File: config.mk
export PLATFORM = sky130hd
export DESIGN_NAME = arcd_ram
export DESIGN_NICKNAME = d
export VERILOG_FILES = /design/src/rtl/core/arcd_ram.sv
export SDC_FILE = /design/constraint.sdc
export NUM_CORES = 1
export LEC_CHECK = 0
export ABC_CLOCK_PERIOD_IN_PS = 2910
export BUFFER_PORTS_ARGS = -buffer_cell sky130_fd_sc_hd__buf_4
export CORE_MARGIN = 1.5
export CORE_UTILIZATION = 39
export DETAILED_ROUTE_END_ITERATION = 12
export SLEW_MARGIN = 10
export SYNTH_ARGS = -nofsm -noshare
export SYNTH_HDL_FRONTEND = slang
export SYNTH_SLANG_ARGS = --single-unit
File: constraint.sdc
create_clock -name clock -period 2.91 [get_ports clock]
set_clock_uncertainty 0.15 [all_clocks]
set_input_delay 0.1455 -clock clock [delete_from_list [all_inputs] [get_ports clock]]
set_output_delay 0.1455 -clock clock [all_outputs]
set_load 0.005 [all_outputs]
File: src/rtl/core/arcd_ram.sv
// ----------------------------------------------------------------------------
// arcd_ram
// generic single-port-write, single-port-read ram with registered read data
// ----------------------------------------------------------------------------
module arcd_ram #(
   parameter int WIDTH = 8,
   parameter int DEPTH = 32
) (
   input  logic                     clock,
   input  logic                     wr_en,
   input  logic [$clog2(DEPTH)-1:0] wr_addr,
   input  logic [WIDTH-1:0]         wr_data,
   input  logic                     rd_en,
   input  logic [$clog2(DEPTH)-1:0] rd_addr,
   output logic [WIDTH-1:0]         rd_data
);

   logic [WIDTH-1:0] mem_ff [DEPTH];
   logic [WIDTH-1:0] rd_data_ff;

   always_ff @(posedge clock) begin
      if (wr_en) begin
         mem_ff[wr_addr] <= wr_data;
      end
      if (rd_en) begin
         rd_data_ff <= mem_ff[rd_addr];
      end
   end

   assign rd_data = rd_data_ff;

endmodule

Word level (Yosys, flattened, before mapping)
Memories as Yosys holds them, arrays and structs flattened. A register that Yosys moved wholly into a read port is not among the register bits. Cells that the tools add are included.

Memories: 1. Register bits: 0. Bits in writable memories: 256. Output and inout bits: 8. Input bits: 21. Logic and storage cells: 3.

Memories: mem_ff (depth 32, width 8, rd ports 1, clocked after memory_dff 1, write ports 1, line 18) `logic [WIDTH-1:0] mem_ff [DEPTH];`.

Mux-type cells: 2.

Operator list (count): two-way mux 1 bit (2).

Logic depth before layout (Yosys ltp)
Depth in word-level cells: 2. Depth in mapped cells: 5.

Worst setup path after synthesis
No wires, ideal clock.

Path kind: input to register. Start: input rd_addr[2]. End: register rd_data_ff[0], in the netlist rd_data[0], read port of mem_ff, data pin. Data required time: 2.500 ns. Data arrival time: 1.827 ns. Cell stages on the path: 5. Setup slack: 0.673 ns. Buffers on the path: 2. Path through: clkbuf_1 > clkbuf_1 > mux4_2 > mux4_2 > mux2_2.

RTL lines: from (decl) (line 14) `input logic [$clog2(DEPTH)-1:0] rd_addr,`; to (decl) (line 19) `logic [WIDTH-1:0] rd_data_ff;`.

==> impl_metrics.toml <==
[sta]
fin_tns_setup_ns = 0
whs_ns = 0.165
rsz0062_at_grt = "false"
hold_viol = 0
slew_violations = 0
period_minus_slack_ns = 2.10
timing.final.crit_share = 0.722
maxSlewHeadroom = 0.320
fmax_ghz = 0.476
finalSetupViolCount = 0
worst_slew_pin_slew_ns = 1.02

[routing]
drtIter0Drc = 490
viasPerCell = 5.49
wl_per_cell_um = 25.5
vias = 4582
finalWirelength_um = 21300
drcViolationCount = 0
drtPass1Iterations = 4
ant_nets = 0

[finish]
layout-drive-gt1-share = 0.360
nFillCells = 2032
multiInputGateArea_um2 = 2100
area_growth_pct = 16.9
antenna_cells = 0
stdcell_area_um2 = 11800
final_util = 0.468
seqCellArea_um2 = 7930
nNetsFinal = 507

[floorplan]
pin_count = 29
coreArea_um2 = 25300
rows = 58
die_h_um = 164
die_area_um2 = 27000
fp.dieW_um = 164
start_util = 0.400

[cts]
cts_max_path_buffers = 3
postCtsResizedCells = 0
cts_tree = "done"
clkSinkCount = 264
clock-root-buffer = "clkbuf_16"
path_clk_slew_ns = 0.06
clock_insertion_delay_worst_skew_ns = 0.52
numCtsBuffers = 26
htree_levels = 1

[global_routing]
antenna_found_initial = 0
overflow = 0
grt_pass1_vias = 4767
grt_pass1_wl_um = 32100
grt_max_degree = 33
grtUsageTotal = 0.168

[placed_design]
dpl-instance-area_um2 = 10900
dp_hpwl_um = 13900
finalWeightedCongestion = 0.788
port-buffer-count = 28

[synth]
syn-cell-area_um2 = 10100
avgSynthCellArea_um2 = 24.3
synthCells = 417
yosys_warnings = 0
yosys.area_share.xor_xnor = 0
yosys-top-cells-area = "edfxtp_1 78%, mux4_2 18%, nor2_1 1.2%, mux2_2 0.89%, buf_4 0.44%"
synthMuxAreaShare = 0.187
yosys.area.top_type_share = 0.782
synth_fa_ha_area_frac = 0
synth_seq_cells = 264
syn_nets = 438
ys_seq_area_frac = 0.782
synth_compound_area_frac = 0
synth_top_family_by_area = "multiplexers"
synth.largest_area_cell = "edfxtp_1"
synth.distinct_cells = 14
synth-simple-area-share = 0.0205

[power]
leakage_nw = 3.72
finalPower_w = 0.00808
ir_drop_uv = 357
cellPowerDensity_nw_per_um2 = 682

[worst_setup_path]
crit_slowest_cell = "mux4_2"
crit_family = "multiplexers"
required_ns = 3.02
max_stage_delay_ns = 0.53
crit_arrival_ns = 2.21
crit_type = "register to register"
path_cells = "mux4_2, mux4_2, mux2_2"
start_kind = "register"
cp-end-kind = "register"
crit_path_frequent_cell = "mux4_2"
cp_num_buf_inv = 0
worst-path-max-fanout = 1

[job]
max_cap_violations = 0

[status]
status = "finished clean"

[worst_hold_path]
min_path_type = "input port to register"
-- power breakdown --
| part | internal (W) | switching [W] | total, W |
|---|---|---|---|
| combinational | 0.000200 | 0.000224 | 0.000424 |
| clock | 0.00205 | 0.00135 | 0.00340 |
| sequential | 0.00424 | 0.0000158 | 0.00426 |
-- cells by family after synthesis --
| group | after synthesis |
|---|---|
| flops | 264 |
| buf+inv | 20 |
| mux | 88 |
| simple gates | 45 |
-- worst reg2reg max path, cell delays in order (launching register included) --
cell	delay, ns
edfxtp_1	0.37
mux4_2	0.53
mux4_2	0.49
mux2_2	0.30
-- path summary, 6_finish.rpt --
| kind | from | to | slack, ns | cells after the start |
|---|---|---|---|---|
| setup / recovery | mem_ff[31][6]$_DFFE_PP_ | rd_data[6]$_DFFE_PP_ | 0.81 | 3 |
| hold / removal | wr_addr[4] | mem_ff[11][3]$_DFFE_PP_ | 0.17 | 4 |
| setup reg to reg | mem_ff[31][6]$_DFFE_PP_ | rd_data[6]$_DFFE_PP_ | 0.81 | 3 |
| hold reg to reg | mem_ff[16][5]$_DFFE_PP_ | rd_data[5]$_DFFE_PP_ | 0.83 | 3 |
-- Yosys cell counts --
master    instances
buf_1             6
buf_2             1
buf_4             6
buf_6             1
clkbuf_1          6
edfxtp_1        264
mux2_2            8
mux4_2           80
nand2_1           1
nand3_1           2
nand3b_1          5
nor2_1           33
or3_1             1
or3b_2            3
-- cells in the final DEF (no fill, tap or decap), drive strengths merged --
cell type      n
clkbuf        32
or3b           3
nand3b         5
buf           51
edfxtp       264
clkinv         9
mux4          80
nand3          2
nor2          33
dlygate4sd3   10
clkinvlp       1
nand2          1
inv            1
or3            1
mux2           8
bufinv         4
-- final cells by class --
type / instances / area share
sequential: 264 / 0.669
tap: 330 / 0.0349
clock inverter: 15 / 0.0151
clock buffer: 32 / 0.0586
timing repair buffer: 61 / 0.0450
multi-input combinational: 133 / 0.177
-- state kept, by name, indices dropped and copies added (netlist names) --
signal	count
mem_ff	256
rd_data	8
-- routing by layer --
metal | part of all wire | routed length (um) | track usage
met5 | 0 | 0 | 0
met2 | 0.49 | 10400 | 0.272
met4 | 0.017 | 358 | 0.0393
met1 | 0.42 | 9050 | 0.242
met3 | 0.069 | 1470 | 0.0250
-- per-stage QoR --
step,setup slack [ns],instances
6_report,0.810,835
5_1_grt,0.763,835
4_1_cts,0.812,835
3_5_place_dp,0.337,778
3_3_place_gp,0.347,778
2_1_floorplan,0.673,417
-- what timing repair did --
item / in CTS / in global routing
hold endpoints to repair: 272 / 0
buffers inserted: 0 / 0
hold buffers: 10 / 0
Power figures use the tool's default switching activity.
